==> config.mk <==
export PLATFORM = sky130hd
export DESIGN_NAME = two_sensor_frame_position_decoder
export DESIGN_NICKNAME = d
export VERILOG_FILES = /design/src/tsfpd_pkg.sv /design/src/two_sensor_frame_position_decoder.sv
export SDC_FILE = /design/constraint.sdc
export NUM_CORES = 1
export LEC_CHECK = 0
export ABC_AREA = 1
export BUFFER_PORTS_ARGS = -buffer_cell sky130_fd_sc_hd__buf_2
export CAP_MARGIN = 20
export CORE_ASPECT_RATIO = 1.1
export CORE_MARGIN = 3
export CORE_UTILIZATION = 56
export CTS_CLUSTER_DIAMETER = 30
export DETAILED_ROUTE_END_ITERATION = 16
export MAX_ROUTING_LAYER = met4
export PLACE_DENSITY = 0.77
export SLEW_MARGIN = 20
export SYNTH_ARGS = -nofsm -noshare
export SYNTH_HDL_FRONTEND = slang
export SYNTH_SLANG_ARGS = --single-unit
==> constraint.sdc <==
create_clock -name clk -period 2.6 [get_ports clk]
set_input_delay 0.52 -clock clk [delete_from_list [all_inputs] [get_ports clk]]
set_output_delay 0.52 -clock clk [all_outputs]
set_load 0.005 [all_outputs]
==> src/tsfpd_pkg.sv <==
// Shared types and constants for the two-sensor frame position decoder.
package tsfpd_pkg;

    typedef enum logic [1:0] {
        OP_TICK   = 2'd0,
        OP_SENSOR = 2'd1,
        OP_READ   = 2'd2,
        OP_NONE   = 2'd3
    } op_t;

    typedef enum logic [2:0] {
        REG_STOP_TICKS = 3'd0,
        REG_GAP_MIN    = 3'd1,
        REG_GAP_MAX    = 3'd2,
        REG_RUN_MIN    = 3'd3,
        REG_RUN_MAX    = 3'd4
    } cfg_index_t;

    localparam int CFG_WIDTH = 8;
    localparam int CFG_INDEX_WIDTH = 3;

    typedef logic [CFG_WIDTH-1:0] cfg_word_t;
    typedef logic signed [3:0]    frame_t;

    localparam cfg_word_t STOP_TICKS_RESET = 8'd250;
    localparam cfg_word_t GAP_MIN_RESET    = 8'd25;
    localparam cfg_word_t GAP_MAX_RESET    = 8'd150;
    localparam cfg_word_t RUN_MIN_RESET    = 8'd2;
    localparam cfg_word_t RUN_MAX_RESET    = 8'd7;
    localparam cfg_word_t RUNS_MAX         = 8'd255;

    localparam frame_t FRAME_UNKNOWN   = -4'sd1;
    localparam frame_t FRAME_FIRST     = 4'sd1;
    localparam frame_t FRAME_LAST      = 4'sd6;
    localparam frame_t FRAME_JUMP_UP   = 4'sd2;
    localparam frame_t FRAME_JUMP_DOWN = 4'sd5;

endpackage

==> src/two_sensor_frame_position_decoder.sv <==
// The output register loads each transaction's result at the edge that accepts it.
// Throughput: one transaction per cycle while out_stall is low; all state updates in one
//   pass at the accept edge, and the single output register refills as it is taken.
// Reset (rst_n low, async): frame unknown (-1), event flag set, last-read frame 1,
//   config registers at 250 / 25 / 150 / 2 / 7, counters and direction bits cleared.
module two_sensor_frame_position_decoder
    import tsfpd_pkg::*;
(
    input  logic                       clk,
    input  logic                       rst_n,
    // input channel
    input  logic                       in_valid,
    output logic                       in_stall,
    input  logic [1:0]                 op,
    input  logic                       sensor_a,
    input  logic                       sensor_b,
    // output channel
    output logic                       out_valid,
    input  logic                       out_stall,
    output logic signed [3:0]          frame_number,
    output logic                       frame_event,
    output logic [7:0]                 pulse_gap,
    // configuration write port
    input  logic                       cfg_we,
    input  logic [CFG_INDEX_WIDTH-1:0] cfg_index,
    input  logic [CFG_WIDTH-1:0]       cfg_data
);

    // ---------------------------------------------------------------
    // Configuration registers
    // ---------------------------------------------------------------
    cfg_word_t stop_ticks_reg, gap_min_reg, gap_max_reg, run_min_reg, run_max_reg;

    always_ff @(posedge clk or negedge rst_n)
    begin
        if (!rst_n)
        begin
            stop_ticks_reg <= STOP_TICKS_RESET;
            gap_min_reg    <= GAP_MIN_RESET;
            gap_max_reg    <= GAP_MAX_RESET;
            run_min_reg    <= RUN_MIN_RESET;
            run_max_reg    <= RUN_MAX_RESET;
        end
        else if (cfg_we)
        begin
            // indexes past the register list are dropped
            unique case (cfg_index)
                REG_STOP_TICKS: stop_ticks_reg <= cfg_data;
                REG_GAP_MIN:    gap_min_reg    <= cfg_data;
                REG_GAP_MAX:    gap_max_reg    <= cfg_data;
                REG_RUN_MIN:    run_min_reg    <= cfg_data;
                REG_RUN_MAX:    run_max_reg    <= cfg_data;
                default: ;
            endcase
        end
    end

    // ---------------------------------------------------------------
    // Handshake: the output register frees up in the cycle it is taken
    // ---------------------------------------------------------------
    logic out_valid_reg;
    logic in_accept;
    op_t  op_in;

    assign in_stall  = out_valid_reg && out_stall;
    assign in_accept = in_valid && !in_stall;
    assign op_in     = op_t'(op);

    // ---------------------------------------------------------------
    // Decoder state
    // ---------------------------------------------------------------
    logic [7:0] tick_count_reg,  tick_count_next;
    logic       count_enable_reg, count_enable_next;
    logic       both_high_reg,   both_high_next;
    logic       dir_up_reg,      dir_up_next;
    logic       prev_dir_up_reg, prev_dir_up_next;
    logic [7:0] left_runs_reg,   left_runs_next;
    logic [7:0] right_runs_reg,  right_runs_next;
    frame_t     frame_reg,       frame_next;
    frame_t     last_read_reg,   last_read_next;
    logic       event_reg,       event_next;
    logic       awaiting_reg,    awaiting_next;
    logic [7:0] last_gap_reg,    last_gap_next;

    // Settle: new frame from run counts and old/new direction
    logic              step_left, step_right;
    logic signed [4:0] frame_ext;
    logic signed [4:0] settle_raw;
    frame_t            settle_frame;
    logic              settle_clears_wait;

    assign step_left  = (left_runs_reg >= run_min_reg) && (left_runs_reg <= run_max_reg);
    assign step_right = (right_runs_reg >= run_min_reg) && (right_runs_reg <= run_max_reg);
    assign frame_ext  = {frame_reg[3], frame_reg};

    always_comb
    begin
        priority if (step_left || step_right)
        begin
            unique case ({dir_up_reg, prev_dir_up_reg})
                2'b11:   settle_raw = frame_ext + 5'sd1;
                2'b00:   settle_raw = frame_ext - 5'sd1;
                2'b01:   settle_raw = {FRAME_JUMP_DOWN[3], FRAME_JUMP_DOWN};
                default: settle_raw = {FRAME_JUMP_UP[3], FRAME_JUMP_UP};
            endcase
        end
        else if (right_runs_reg < run_min_reg)
            settle_raw = {FRAME_LAST[3], FRAME_LAST};
        else if (left_runs_reg < run_min_reg)
            settle_raw = {FRAME_FIRST[3], FRAME_FIRST};
        else
            settle_raw = {FRAME_UNKNOWN[3], FRAME_UNKNOWN};

        // stepping off either end gives unknown
        if (settle_raw < {FRAME_FIRST[3], FRAME_FIRST} || settle_raw > {FRAME_LAST[3], FRAME_LAST})
            settle_frame = FRAME_UNKNOWN;
        else
            settle_frame = settle_raw[3:0];

        // until an end frame has been seen, hold unknown
        settle_clears_wait = 1'b0;
        if (awaiting_reg)
        begin
            if (settle_frame == FRAME_FIRST || settle_frame == FRAME_LAST)
                settle_clears_wait = 1'b1;
            else
                settle_frame = FRAME_UNKNOWN;
        end
    end

    // Pulse window check uses the tick count before this transaction
    logic gap_ok;
    logic pulse_ok;

    assign gap_ok   = (tick_count_reg >= gap_min_reg) && (tick_count_reg < gap_max_reg);
    assign pulse_ok = gap_ok && both_high_reg;

    always_comb
    begin
        tick_count_next   = tick_count_reg;
        count_enable_next = count_enable_reg;
        both_high_next    = both_high_reg;
        dir_up_next       = dir_up_reg;
        prev_dir_up_next  = prev_dir_up_reg;
        left_runs_next    = left_runs_reg;
        right_runs_next   = right_runs_reg;
        frame_next        = frame_reg;
        last_read_next    = last_read_reg;
        event_next        = event_reg;
        awaiting_next     = awaiting_reg;
        last_gap_next     = last_gap_reg;

        unique case (op_in)
            OP_TICK:
            begin
                if (count_enable_reg)
                begin
                    if (tick_count_reg >= stop_ticks_reg)
                    begin
                        count_enable_next = 1'b0;
                        frame_next        = settle_frame;
                        left_runs_next    = '0;
                        right_runs_next   = '0;
                        prev_dir_up_next  = dir_up_reg;
                        if (settle_clears_wait)
                            awaiting_next = 1'b0;
                        if (last_read_reg != settle_frame)
                            event_next = 1'b1;
                    end
                    else
                        tick_count_next = tick_count_reg + 8'd1;
                end
            end
            OP_SENSOR:
            begin
                unique case ({sensor_a, sensor_b})
                    2'b11: both_high_next = 1'b1;
                    2'b01:
                    begin
                        // left pulse
                        if (pulse_ok)
                        begin
                            last_gap_next   = tick_count_reg;
                            dir_up_next     = 1'b1;
                            left_runs_next  = (left_runs_reg == RUNS_MAX) ? left_runs_reg
                                                                          : left_runs_reg + 8'd1;
                            right_runs_next = '0;
                        end
                        both_high_next = 1'b0;
                    end
                    2'b10:
                    begin
                        // right pulse
                        if (pulse_ok)
                        begin
                            last_gap_next   = tick_count_reg;
                            dir_up_next     = 1'b0;
                            right_runs_next = (right_runs_reg == RUNS_MAX) ? right_runs_reg
                                                                           : right_runs_reg + 8'd1;
                            left_runs_next  = '0;
                        end
                        both_high_next = 1'b0;
                    end
                    default: ; // both low keeps pulse state
                endcase
                count_enable_next = 1'b1;
                tick_count_next   = '0;
            end
            OP_READ:
            begin
                event_next     = 1'b0;
                last_read_next = frame_reg;
            end
            default: ; // unused code: state unchanged, result still reported
        endcase
    end

    always_ff @(posedge clk or negedge rst_n)
    begin
        if (!rst_n)
        begin
            tick_count_reg   <= '0;
            count_enable_reg <= 1'b0;
            both_high_reg    <= 1'b0;
            dir_up_reg       <= 1'b0;
            prev_dir_up_reg  <= 1'b0;
            left_runs_reg    <= '0;
            right_runs_reg   <= '0;
            frame_reg        <= FRAME_UNKNOWN;
            last_read_reg    <= FRAME_FIRST;
            event_reg        <= 1'b1;
            awaiting_reg     <= 1'b1;
            last_gap_reg     <= '0;
        end
        else if (in_accept)
        begin
            tick_count_reg   <= tick_count_next;
            count_enable_reg <= count_enable_next;
            both_high_reg    <= both_high_next;
            dir_up_reg       <= dir_up_next;
            prev_dir_up_reg  <= prev_dir_up_next;
            left_runs_reg    <= left_runs_next;
            right_runs_reg   <= right_runs_next;
            frame_reg        <= frame_next;
            last_read_reg    <= last_read_next;
            event_reg        <= event_next;
            awaiting_reg     <= awaiting_next;
            last_gap_reg     <= last_gap_next;
        end
    end

    // ---------------------------------------------------------------
    // Output register: one result per transaction, post-update values
    // ---------------------------------------------------------------
    frame_t     out_frame_reg;
    logic       out_event_reg;
    logic [7:0] out_gap_reg;

    always_ff @(posedge clk or negedge rst_n)
    begin
        if (!rst_n)
            out_valid_reg <= 1'b0;
        else if (in_accept)
            out_valid_reg <= 1'b1;
        else if (!out_stall)
            out_valid_reg <= 1'b0;
    end

    always_ff @(posedge clk)
    begin
        if (in_accept)
        begin
            out_frame_reg <= frame_next;
            out_event_reg <= event_next;
            out_gap_reg   <= last_gap_next;
        end
    end

    assign out_valid    = out_valid_reg;
    assign frame_number = out_frame_reg;
    assign frame_event  = out_event_reg;
    assign pulse_gap    = out_gap_reg;

    // ---------------------------------------------------------------
    // Assertions
    // ---------------------------------------------------------------
    a_wait_forces_unknown: assert property (@(posedge clk) disable iff (!rst_n)
        awaiting_reg |-> (frame_reg == FRAME_UNKNOWN))
        else $error("frame known before an end frame was seen");

    a_frame_range: assert property (@(posedge clk) disable iff (!rst_n)
        (frame_reg == FRAME_UNKNOWN) || ((frame_reg >= FRAME_FIRST) && (frame_reg <= FRAME_LAST)))
        else $error("frame out of range");

    a_read_clears_event: assert property (@(posedge clk) disable iff (!rst_n)
        (in_accept && op_in == OP_READ) |=> (!event_reg && out_valid_reg && !out_event_reg))
        else $error("read acknowledge did not clear the new-frame flag");

endmodule

# After elaboration in Yosys (flattened, before gate mapping)
# Index checks and enable logic that the tools add are counted.
[word_totals]
latch_bits = 0
ramBits = 0
output_inout_bits = 15
wordCells = 137
ff_bits = 100
in_bits = 20
mem_bits_ro = 0
memories = 0
[op_classes]
n_mul = 0
shift = 0
n_reduce_logical = 31
n_eq_ne = 27
mux = 42
div = 0
n_bitwise = 0
n_lt_le_gt_ge = 11
add_sub_neg = 5
[ops]
columns = ["cell", "count"]
rows = [
  ["2-to-1 mux 8 bit", 12],
  ["case mux 8 bit (2 select lines)", 5],
  [">= comparator 8 bit", 4],
  ["adder 8 x 1 -> 8 bit (second input constant)", 3],
  ["less-than comparator 8 bit", 3],
  ["2-to-1 mux 4 bit", 6],
  ["== test 8 bit (second input constant)", 2],
  ["<= comparator 8 bit", 2],
  ["AND reduction 8 bit", 2],
  ["2-to-1 mux 5 bit", 3],
  ["case mux 5 bit (3 select lines)", 1],
  ["AND reduction 2 bit", 7],
  ["!= test 3 bit (second input constant)", 4],
  ["2-to-1 mux 1 bit", 11],
  ["!= test 2 bit (second input constant)", 5],
  ["AND reduction 5 bit", 2],
  ["== test 2 bit (second input constant)", 4],
  ["case mux 1 bit (2 select lines)", 4],
  ["AND reduction 4 bit", 2],
  ["== test 2 x 1 -> 1 bit (second input constant)", 3],
  ["== test 3 x 2 -> 1 bit (second input constant)", 2],
  ["logical AND 1 bit", 6],
  ["nonzero test 2 bit", 3],
  ["adder 4 x 2 -> 5 bit (second input constant)", 1],
  ["other kinds (16)", 19],
]

# Depth between registers and ports, before layout
# Gate-level depths: netlist of the first run.
[logic_depth]
ltp_word = 16
mapped_depth = 24
mapped_depth_nobuf = 24

# Worst setup path after synthesis of the first run
# No wires, ideal clock.
[synth_path]
kind = "register to register"
start = "register dir_up_reg"
end = "register out_event_reg (netlist: frame_event) (data pin)"
path_stages_with_launch = 20
setup_slack_ns = 0.141
arrival_time_ns = 2.201
required_ns = 2.342
period_less_slack_ns = 2.459
setup_time_ns = 0.258
path_buffers = 0
path_cell_list = "dfrtp_1 > inv_1 > ha_1 > fa_1 > a21oi_1 > o21ai_0 > a21oi_1 > inv_1 > nand2_2 > nand2_2 > nand2_2 > nand3_1 > inv_1 > o21ai_0 > nand2_1 > nand2_1 > nor2_1 > nand3_1 > nand2_1 > a21oi_1"
[synth_between]
elab_chain_cells = 15
elab_cells_between_ends = 19
classes_between = "order compare (2); eq/ne (5); mux (9); reduce/logical (3)"
[synth_rtl]
columns = ["item", "line_no", "rtl"]
rows = [
  ["start: declaration", "two_sensor_frame_position_decoder.sv:75", "logic dir_up_reg, dir_up_next;"],
  ["start signal: assignment", "two_sensor_frame_position_decoder.sv:240", "dir_up_reg <= dir_up_next;"],
  ["== test 2 x 1 -> 1 bit (tied with other cells)", "two_sensor_frame_position_decoder.sv:100", "unique case ({dir_up_reg, prev_dir_up_reg})"],
  ["case mux 5 bit (3 select lines) *", "two_sensor_frame_position_decoder.sv:100", ""],
  ["2-to-1 mux 5 bit *", "two_sensor_frame_position_decoder.sv:98", "priority if (step_left || step_right)"],
  ["less-than comparator 5 x 1 -> 1 bit or greater-than comparator 5 x 3 -> 1 bit (tied branches)", "two_sensor_frame_position_decoder.sv:115", "if (settle_raw < {FRAME_FIRST[3], FRAME_FIRST} || settle_raw > {FRAME_LAST[3], FRAME_LAST})"],
  ["logical OR 1 bit", "two_sensor_frame_position_decoder.sv:115", ""],
  ["2-to-1 mux 4 bit *", "two_sensor_frame_position_decoder.sv:115", ""],
  ["== test 4 x 2 -> 1 bit or == test 4 bit (tied branches)", "two_sensor_frame_position_decoder.sv:124", "if (settle_frame == FRAME_FIRST || settle_frame == FRAME_LAST)"],
  ["logical OR 1 bit", "two_sensor_frame_position_decoder.sv:124", ""],
  ["2-to-1 mux 4 bit", "two_sensor_frame_position_decoder.sv:124", ""],
  ["2-to-1 mux 4 bit *", "two_sensor_frame_position_decoder.sv:122", "if (awaiting_reg)"],
  ["!= test 4 bit *", "two_sensor_frame_position_decoder.sv:167", "if (last_read_reg != settle_frame)"],
  ["2-to-1 mux 1 bit *", "two_sensor_frame_position_decoder.sv:167", ""],
  ["2-to-1 mux 1 bit *", "two_sensor_frame_position_decoder.sv:158", "if (tick_count_reg >= stop_ticks_reg)"],
  ["2-to-1 mux 1 bit *", "two_sensor_frame_position_decoder.sv:156", "if (count_enable_reg)"],
  ["case mux 1 bit (2 select lines) *", "two_sensor_frame_position_decoder.sv:153", "unique case (op_in)"],
  ["named net event_next", "two_sensor_frame_position_decoder.sv:81", "logic event_reg, event_next;"],
  ["end signal: assignment", "two_sensor_frame_position_decoder.sv:274", "out_event_reg <= event_next;"],
  ["end: declaration", "two_sensor_frame_position_decoder.sv:256", "logic out_event_reg;"],
]
# The timed path passes the listed nets; every way through them passes the cells marked *.
# A chain may end at the register's enable or synchronous reset.

# Final worst setup path of the first run
[layout_path]
start = "register run_max_reg[1]"
end = "register out_event_reg (netlist: frame_event) (data pin)"
[layout_between]
elab_chain_cells = 16
elab_cells_between_ends = 20
classes_between = "order compare (4); eq/ne (3); mux (8); reduce/logical (5)"
[layout_rtl]
columns = ["item", "line_no", "rtl"]
rows = [
  ["start: declaration", "two_sensor_frame_position_decoder.sv:32", "cfg_word_t stop_ticks_reg, gap_min_reg, gap_max_reg, run_min_reg, run_max_reg;"],
  ["start signal: assignment", "two_sensor_frame_position_decoder.sv:52", "REG_RUN_MAX: run_max_reg <= cfg_data;"],
  ["<= comparator 8 bit, on equally long branches", "two_sensor_frame_position_decoder.sv:92, two_sensor_frame_position_decoder.sv:93", ""],
  ["logical AND 1 bit, on equally long branches", "two_sensor_frame_position_decoder.sv:92, two_sensor_frame_position_decoder.sv:93", ""],
  ["logical OR 1 bit *", "two_sensor_frame_position_decoder.sv:98", ""],
  ["2-to-1 mux 5 bit *", "two_sensor_frame_position_decoder.sv:98", ""],
  ["less-than comparator 5 x 1 -> 1 bit or greater-than comparator 5 x 3 -> 1 bit (tied branches)", "two_sensor_frame_position_decoder.sv:115", ""],
  ["logical OR 1 bit", "two_sensor_frame_position_decoder.sv:115", ""],
  ["2-to-1 mux 4 bit *", "two_sensor_frame_position_decoder.sv:115", ""],
  ["== test 4 x 2 -> 1 bit or == test 4 bit (tied branches)", "two_sensor_frame_position_decoder.sv:124", ""],
  ["logical OR 1 bit", "two_sensor_frame_position_decoder.sv:124", ""],
  ["2-to-1 mux 4 bit", "two_sensor_frame_position_decoder.sv:124", ""],
  ["2-to-1 mux 4 bit *", "two_sensor_frame_position_decoder.sv:122", ""],
  ["!= test 4 bit *", "two_sensor_frame_position_decoder.sv:167", ""],
  ["2-to-1 mux 1 bit *", "two_sensor_frame_position_decoder.sv:167", ""],
  ["2-to-1 mux 1 bit *", "two_sensor_frame_position_decoder.sv:158", ""],
  ["2-to-1 mux 1 bit *", "two_sensor_frame_position_decoder.sv:156", ""],
  ["case mux 1 bit (2 select lines) *", "two_sensor_frame_position_decoder.sv:153", ""],
  ["named net event_next", "two_sensor_frame_position_decoder.sv:81", ""],
]
# Marked as above.

==> metrics, run 1 <==
outcome finished with violations; failing checks negative setup slack; Final Max Slew Viols 0; Skew-Pair Late Insertion Delay 0.35 ns; #FFs+latches synth 100; Cell Rows 39; Switching Fraction just over 40%; Critical Path Source Type register; DRC viols 0; crit path kind register to register; # nets final between 900 and 1,000; area grow syn2layout 20.6%; Core ar. 10,600 sq um; Bufs on Longest Clock Path 2; WL/cell 15.4 um; Warnings, synthesis 0; drt total wl about 15 mm; worst path arrival time about 2.9 ns; GRT Util Overall 25.6%; CTS buffer count 9; max_slew headroom a little under two thirds; clk root buf clkbuf_16; WP data required about 2.7 ns; DR pass1 iterations 5; die height 116 um; HPWL Detailed 11.0 mm; first-pass GRT wire length roughly 25 mm; grt total ovfl 0; Clk pwr share between 20% and 30%; Pint 0.00398 W; Die Area roughly 12,000 sq um; Worst-path clk slew roughly 0.08 ns; fillers 807; GP Congestion about 0.96; start point of the critical path run_max_reg[1]$_DFFE_PN1P_; vias in the first global route 5,484; CP top delay family simple AND/OR/NAND/NOR gates; Comb power frac a little under half; DR iter-0 viols 269; Hold Crit Class primary input to async pin; Buf+Inv Stages, Crit Path 2; Post-Syn Nets roughly 860; antenna fix cells 0; IO Port Bufs 34; multi-input logic area 3440 sq um; register area roughly 2600 sq um; Post-Synthesis Cells between 700 and 800; Initial Utilization between 50 and 60%; layout cells sized above 1 24.1%; crit-path most repeated cell nand2_1; syn avg cell area between 7 and 8 sq um; routed vias/inst roughly 5.6; final period utilization 108%; Final setup viols 6; final hold violations 0; Vias ~5,500; slowest CP cell dfstp_2; final hold slack roughly 0.062 ns; RSZ-0062 raised after global routing true; Tightest Pin Transition about 0.54 ns; I/O pins 35; Worst R2R Start run_max_reg[1]$_DFFE_PN1P_; Die Wd 106 um; sequential share of the synthesized area between 40% and 50%; Max Cap Viol 0; sw power between 0.002 and 0.003 W; R2R Setup Slk -0.20 ns; post-synth cell types 36; crit-path cells inv_2, ha_1, nand2_1, nand2_1, nand2_1, nand2_1, nand2_1, nand2_1, nand2_2, nand2_4, nand3b_1, nand2_4, buf_12, nor2_4, nand2_2, nand3_2, nand3_1, nand2_2, nand3_2, nand2_2, a21oi_2; Pleak approximately 3.7 nW; maximum vdd ir drop between 600 and 700 uV; initial antenna violation count 0; largest net degree at the start of global routing between 40 and 50; cell area after synthesis around 6200 sq um; CTS Sinks 100; CTS Hold Bufs 0; Max stage delay on crit path ~0.55 ns; DP Worst Slack -0.143 ns; htree depth 3; Clock Skew ~0.0075 ns; fin worst setup slack -0.196 ns; minimum clock period roughly 2.8 ns; P per Cell Area 905 nW/um^2; Highest Clock Rate approximately 360 MHz; post-route ant nets 0; register share of total power 32.9%; Critical Path Fanout Max 5; CP Capture Type register; CTS tree yes
==> cells in the final DEF (no fill, tap or decap), types with 11 or more instances in the layout <==
cell and count:
edfxtp_1 13, nand4_1 11, dfstp_2 24, buf_2 33, nand2_2 23, nand3_1 26
buf_4 30, a21oi_1 39, nand2_1 174, o21ai_1 13, nor2_1 31, dfrtp_1 62
ha_1 61, o21ai_0 71, inv_1 117
==> power by group through the flow <==
stage	registers, W	logic (W)	clock network [W]
final	0.00222	0.00311	0.00143
after global routing	0.00226	0.00346	0.00150
after CTS	0.00221	0.00278	0.00144
after detailed placement	0.00223	0.00233	0
after global placement	0.00221	0.00218	0
after floorplan	0.00216	0.00174	0
==> synthesized netlist by cell type <==
cell type | instances | area share [%]
and3_1 | 1 | 0.10
inv_2 | 3 | 0.18
fa_1 | 1 | 0.32
o21ai_0 | 78 | 6.3
a21oi_2 | 2 | 0.28
a31oi_1 | 3 | 0.30
dfrtp_1 | 63 | 25
nand3b_1 | 5 | 0.61
nand2_1 | 195 | 12
o22ai_1 | 2 | 0.20
nor4_1 | 1 | 0.10
a21o_1 | 3 | 0.36
nand2_4 | 2 | 0.36
nand4_1 | 11 | 1.1
ha_1 | 67 | 14
a211oi_1 | 1 | 0.12
nor2_2 | 4 | 0.40
nor2_1 | 38 | 2.3
xnor2_1 | 1 | 0.14
buf_2 | 3 | 0.24
nand3_2 | 3 | 0.48
nor2_4 | 3 | 0.55
o21ai_1 | 7 | 0.57
edfxtp_1 | 13 | 6.3
o31ai_1 | 1 | 0.12
dfstp_2 | 24 | 10
o2111ai_1 | 2 | 0.28
inv_1 | 126 | 7.6
nand2_2 | 12 | 1.2
clkbuf_1 | 8 | 0.48
nor3_1 | 10 | 0.81
xor2_1 | 4 | 0.57
o2111a_1 | 1 | 0.18
a21oi_1 | 44 | 3.6
nand4_2 | 1 | 0.20
nand3_1 | 33 | 2.7
==> worst reg2reg max path: stages, from the launching register on <==
cell and delay [ns]:
dfstp_2 0.55, inv_2 0.06, ha_1 0.32, nand2_1 0.08, nand2_1 0.06, nand2_1 0.07
nand2_1 0.06, nand2_1 0.06, nand2_1 0.05, nand2_2 0.07, nand2_4 0.10, nand3b_1 0.16
nand2_4 0.10, buf_12 0.13, nor2_4 0.10, nand2_2 0.09, nand3_2 0.11, nand3_1 0.10
nand2_2 0.09, nand3_2 0.08, nand2_2 0.08, a21oi_2 0.05
==> repair_timing <==
| action | 4_1_cts | 5_1_grt |
|---|---|---|
| setup endpoints to repair | 9 | 39 |
| resized for setup | 37 | 60 |
| buffers inserted | 6 | 2 |
| pin swaps | 22 | 27 |
==> final timing paths <==
check / depth (start not counted) / end
setup / recovery: 21 / frame_event$_DFFE_PP_
hold / removal: 1 / last_gap_reg[2]$_DFFE_PN0P_
setup reg to reg: 21 / frame_event$_DFFE_PP_
hold reg to reg: 2 / last_gap_reg[1]$_DFFE_PN0P_
max in group asynchronous: 2 / run_min_reg[1]$_DFFE_PN1P_
min in group clk: 3 / out_valid$_DFFE_PN0P_
==> kinds of logic (layout without fill, tap and decap cells) <==
family	count (synthesis)	in the layout	synth area share [%]
simple gates	319	319	22.7
compound gates	144	144	12.3
buf+inv	140	211	8.54
flops	100	100	41.9
fa+ha+maj	68	68	13.9
xor+xnor	5	5	0.707
==> cell type report <==
cell class              instances  share of cell area (%)
multi-input cells             536                    46.1
flip-flops and latches        100                    34.8
inverters                     129                    6.58
repair buffers                 66                    5.91
clock buffers                   9                    3.01
well taps                     143                    2.39
clock inverters                 7                    1.24
==> routing by layer <==
metal / share of wire [%] / GRT usage, % / routed length [um]
met1: 40 / 28.6 / 6150
met2: 52 / 44.3 / 7860
met3: 3.8 / 3.87 / 575
met4: 4.0 / 13.8 / 604
met5: 0 / - / 0
==> stage by stage <==
stage,setup TNS (ns),total power [W],instances,area [sq um],utilization [%]
2_1_floorplan,0,0.00390,776,6200,-
3_3_place_gp,0,0.00439,966,6700,63.3
3_5_place_dp,-0.283,0.00456,966,6700,63.3
4_1_cts,-0.114,0.00643,988,7230,68.3
5_1_grt,-1.59,0.00722,990,7470,70.6
6_report,-0.649,0.00676,990,7470,70.6
No activity file was read; power rests on OpenSTA's default activity.
==> run 2: changes to the inputs <==
- ABC_AREA: 1 -> default
==> metrics, run 2 <==
Post-Syn Nets 708 (was 864); Tot Pwr 0.00539 W (was 0.00676 W); DR iter-0 viols 276 (was 269); sw power 0.00175 W (was 0.00279 W); commonest non-fill, non-tap cell in the layout nand2_1 (unchanged); R2R Setup Slk -0.29 ns (was -0.20 ns); initial antenna violation count 0 (unchanged); GRT Util Overall 26.4% (was 25.6%); first-pass GRT wire length 25.1 mm (was 24.5 mm); sequential share of the synthesized area 42.0% (was 41.9%); final hold slack 0.128 ns (was 0.0625 ns); GR Util met2 45.6% (was 44.3%); DRC viols 0 (unchanged); GRT busiest layer met2 (unchanged); CTS Sinks 100 (unchanged); Critical Path Fanout Max 3 (was 5); largest net degree at the start of global routing 57 (was 42); Final setup viols 9 (was 6); #FFs+latches synth 100 (unchanged); Async SR Flop Fraction 87.0% (unchanged); Area contributors post-synth dfrtp_1, ha_1, dfstp_2 (was dfrtp_1, ha_1, nand2_1); CTS buffer count 9 (unchanged); Bufs on Longest Clock Path 2 (unchanged); die height 116 um (about the same); most common flop cell mapped by yosys dfrtp_1 (unchanged); Critical Path Source Type register (unchanged); cell area after synthesis 6180 sq um (was 6200 sq um); drt total wl 15.3 mm (was 15.2 mm); clk root buf clkbuf_16 (unchanged); vias in the first global route 5,295 (was 5,484); crit path kind register to register (unchanged); commonest cells after routing, fill and taps aside nand2_1, ha_1, buf_4 (was nand2_1, inv_1, o21ai_0); area grow syn2layout 22.3% (was 20.6%); fillers 760 (was 807); Clk pwr share 26.5% (was 21.1%); maximum vdd ir drop 472 uV (was 669 uV); Cell Rows 39 (unchanged); Die Wd 106 um (about the same); routed vias/inst 5.92 (was 5.57); HPWL Detailed 11.4 mm (was 11.0 mm); Warnings, synthesis 0 (unchanged); worst path arrival time 2.98 ns (was 2.90 ns); DR pass1 iterations 5 (unchanged); Comb power frac 35.9% (was 46.0%); grt total ovfl 0 (unchanged); RSZ-0062 raised after global routing true (unchanged); Highest Clock Rate 346 MHz (was 358 MHz); GR Layer Usage met3 3.59% (was 3.87%); Worst-path clk slew 0.07 ns (was 0.08 ns); CP Capture Type register (unchanged); Pint 0.00365 W (was 0.00398 W); multi-input logic area 3550 sq um (was 3440 sq um); outcome finished with violations (unchanged); max_slew headroom 55.3% (was 63.7%); layout cells sized above 1 29.8% (was 24.1%); final hold violations 0 (unchanged); final period utilization 111% (was 108%); CTS tree yes (unchanged); Post-Synthesis Cells 620 (was 776); M1 GR Usage 30.9% (was 28.6%); post-route ant nets 0 (unchanged); syn avg cell area 9.97 sq um (was 7.99 sq um); fin worst setup slack -0.291 ns (was -0.196 ns); antenna fix cells 0 (unchanged); Die Area 12,300 sq um (was 12,400 sq um); GP Congestion 0.923 (was 0.963); minimum clock period 2.89 ns (was 2.80 ns); number of flops mapped to enable cells by yosys 13 (unchanged); Initial Utilization 58.4% (was 58.5%); Pleak 3.53 nW (was 3.67 nW); register area 2600 sq um (about the same); Core ar. 10,600 sq um (unchanged); Tightest Pin Transition 0.668 ns (was 0.543 ns); Switching Fraction 32.4% (was 41.2%); Max Cap Viol 0 (unchanged); IO Port Bufs 34 (unchanged); register share of total power 37.6% (was 32.9%); Final Max Slew Viols 0 (unchanged); # nets final 809 (was 930); DP Worst Slack -0.280 ns (was -0.143 ns); dominant cell type by area after synthesis dfrtp_1 (unchanged); htree depth 3 (unchanged); WL/cell 17.6 um (was 15.4 um); failing checks negative setup slack (unchanged); most instantiated cells after synthesis ha_1, nand2_1, dfrtp_1 (was nand2_1, inv_1, o21ai_0); post-synth cell types 66 (was 36); CTS Hold Bufs 0 (unchanged); P per Cell Area 713 nW/um^2 (was 905 nW/um^2); WP data required 2.69 ns (was 2.71 ns); Skew-Pair Late Insertion Delay 0.35 ns (about the same); Clock Skew 0.00886 ns (was 0.00750 ns); Vias 5,148 (was 5,518); Hold Crit Class primary input to async pin (unchanged); top-area cell type share of the netlist area 25.5% (was 25.4%); I/O pins 35 (unchanged)
==> run 2: logic make-up after synthesis <==
family | Yosys count | share of synthesized area, %
buffers and inverters | 65 | 4.13
AO/OA/AOI/OAI | 160 | 16.9
multiplexers | 40 | 7.47
flip-flops | 100 | 42.0
XOR/XNOR | 6 | 0.850
adder cells (fa/ha/maj) | 68 | 13.9
AND/OR/NAND/NOR | 181 | 14.7
==> run 2: area by class of cell <==
type / instances / area share (%)
flip-flops and latches: 100 / 34.3
multi-input cells: 455 / 46.9
well taps: 143 / 2.37
clock buffers: 12 / 3.13
repair buffers: 103 / 9.66
clock inverters: 4 / 0.976
inverters: 52 / 2.58
==> run 2: path summary, 6_finish.rpt <==
kind,cells past startpoint,end,startpoint
min in group clk,2,out_valid$_DFFE_PN0P_,in_valid
hold / removal,1,right_runs_reg[3]$_DFFE_PN0P_,rst_n
setup / recovery,11,frame_event$_DFFE_PP_,dir_up_reg$_DFFE_PN0P_
setup reg to reg,11,frame_event$_DFFE_PP_,dir_up_reg$_DFFE_PN0P_
hold reg to reg,1,last_gap_reg[2]$_DFFE_PN0P_,last_gap_reg[2]$_DFFE_PN0P_
max in group asynchronous,2,gap_max_reg[7]$_DFFE_PN1P_,rst_n
==> run 2: worst max-delay path, cell delays in order, from the launching register on <==
cell	delay, ns
dfrtp_1	0.39
inv_2	0.08
ha_4	0.15
fa_2	0.46
nor4bb_1	0.17
a311oi_1	0.21
o211ai_1	0.17
a21oi_2	0.22
o21ai_2	0.10
o211a_1	0.25
o32ai_2	0.31
a31oi_1	0.12
==> run 2: power groups by stage <==
stage	Clock (W)	Sequential, W	Combinational [W]
final	0.00143	0.00203	0.00193
after floorplan	0	0.00203	0.00113
after global placement	0	0.00204	0.00162
after global routing	0.00150	0.00205	0.00214
after CTS	0.00145	0.00202	0.00181
after detailed placement	0	0.00205	0.00172
==> run 2: repair_timing <==
item / 4_1_cts / 5_1_grt
setup buffers: 3 / 3
pin swaps: 10 / 11
resized for setup: 16 / 26
endpoints found under the setup margin: 28 / 40
==> run 2: stage by stage <==
| stage | utilization (%) | instance area [sq um] | setup TNS, ns | cells |
|---|---|---|---|---|
| floorplan | - | 6220 | -0.353 | 620 |
| global placement | 66.2 | 7010 | -0.977 | 847 |
| detailed placement | 66.2 | 7010 | -1.82 | 847 |
| CTS | 69.9 | 7400 | -0.978 | 866 |
| global route | 71.4 | 7560 | -2.51 | 869 |
| finish | 71.4 | 7560 | -1.42 | 869 |
==> run 2: metal layers <==
metal / share of wire [%] / vias to the layer above
li1: - / 2449
met1: 41 / 2504
met2: 51 / 144
met3: 3.9 / 51
met4: 3.9 / 0
met5: 0 / -
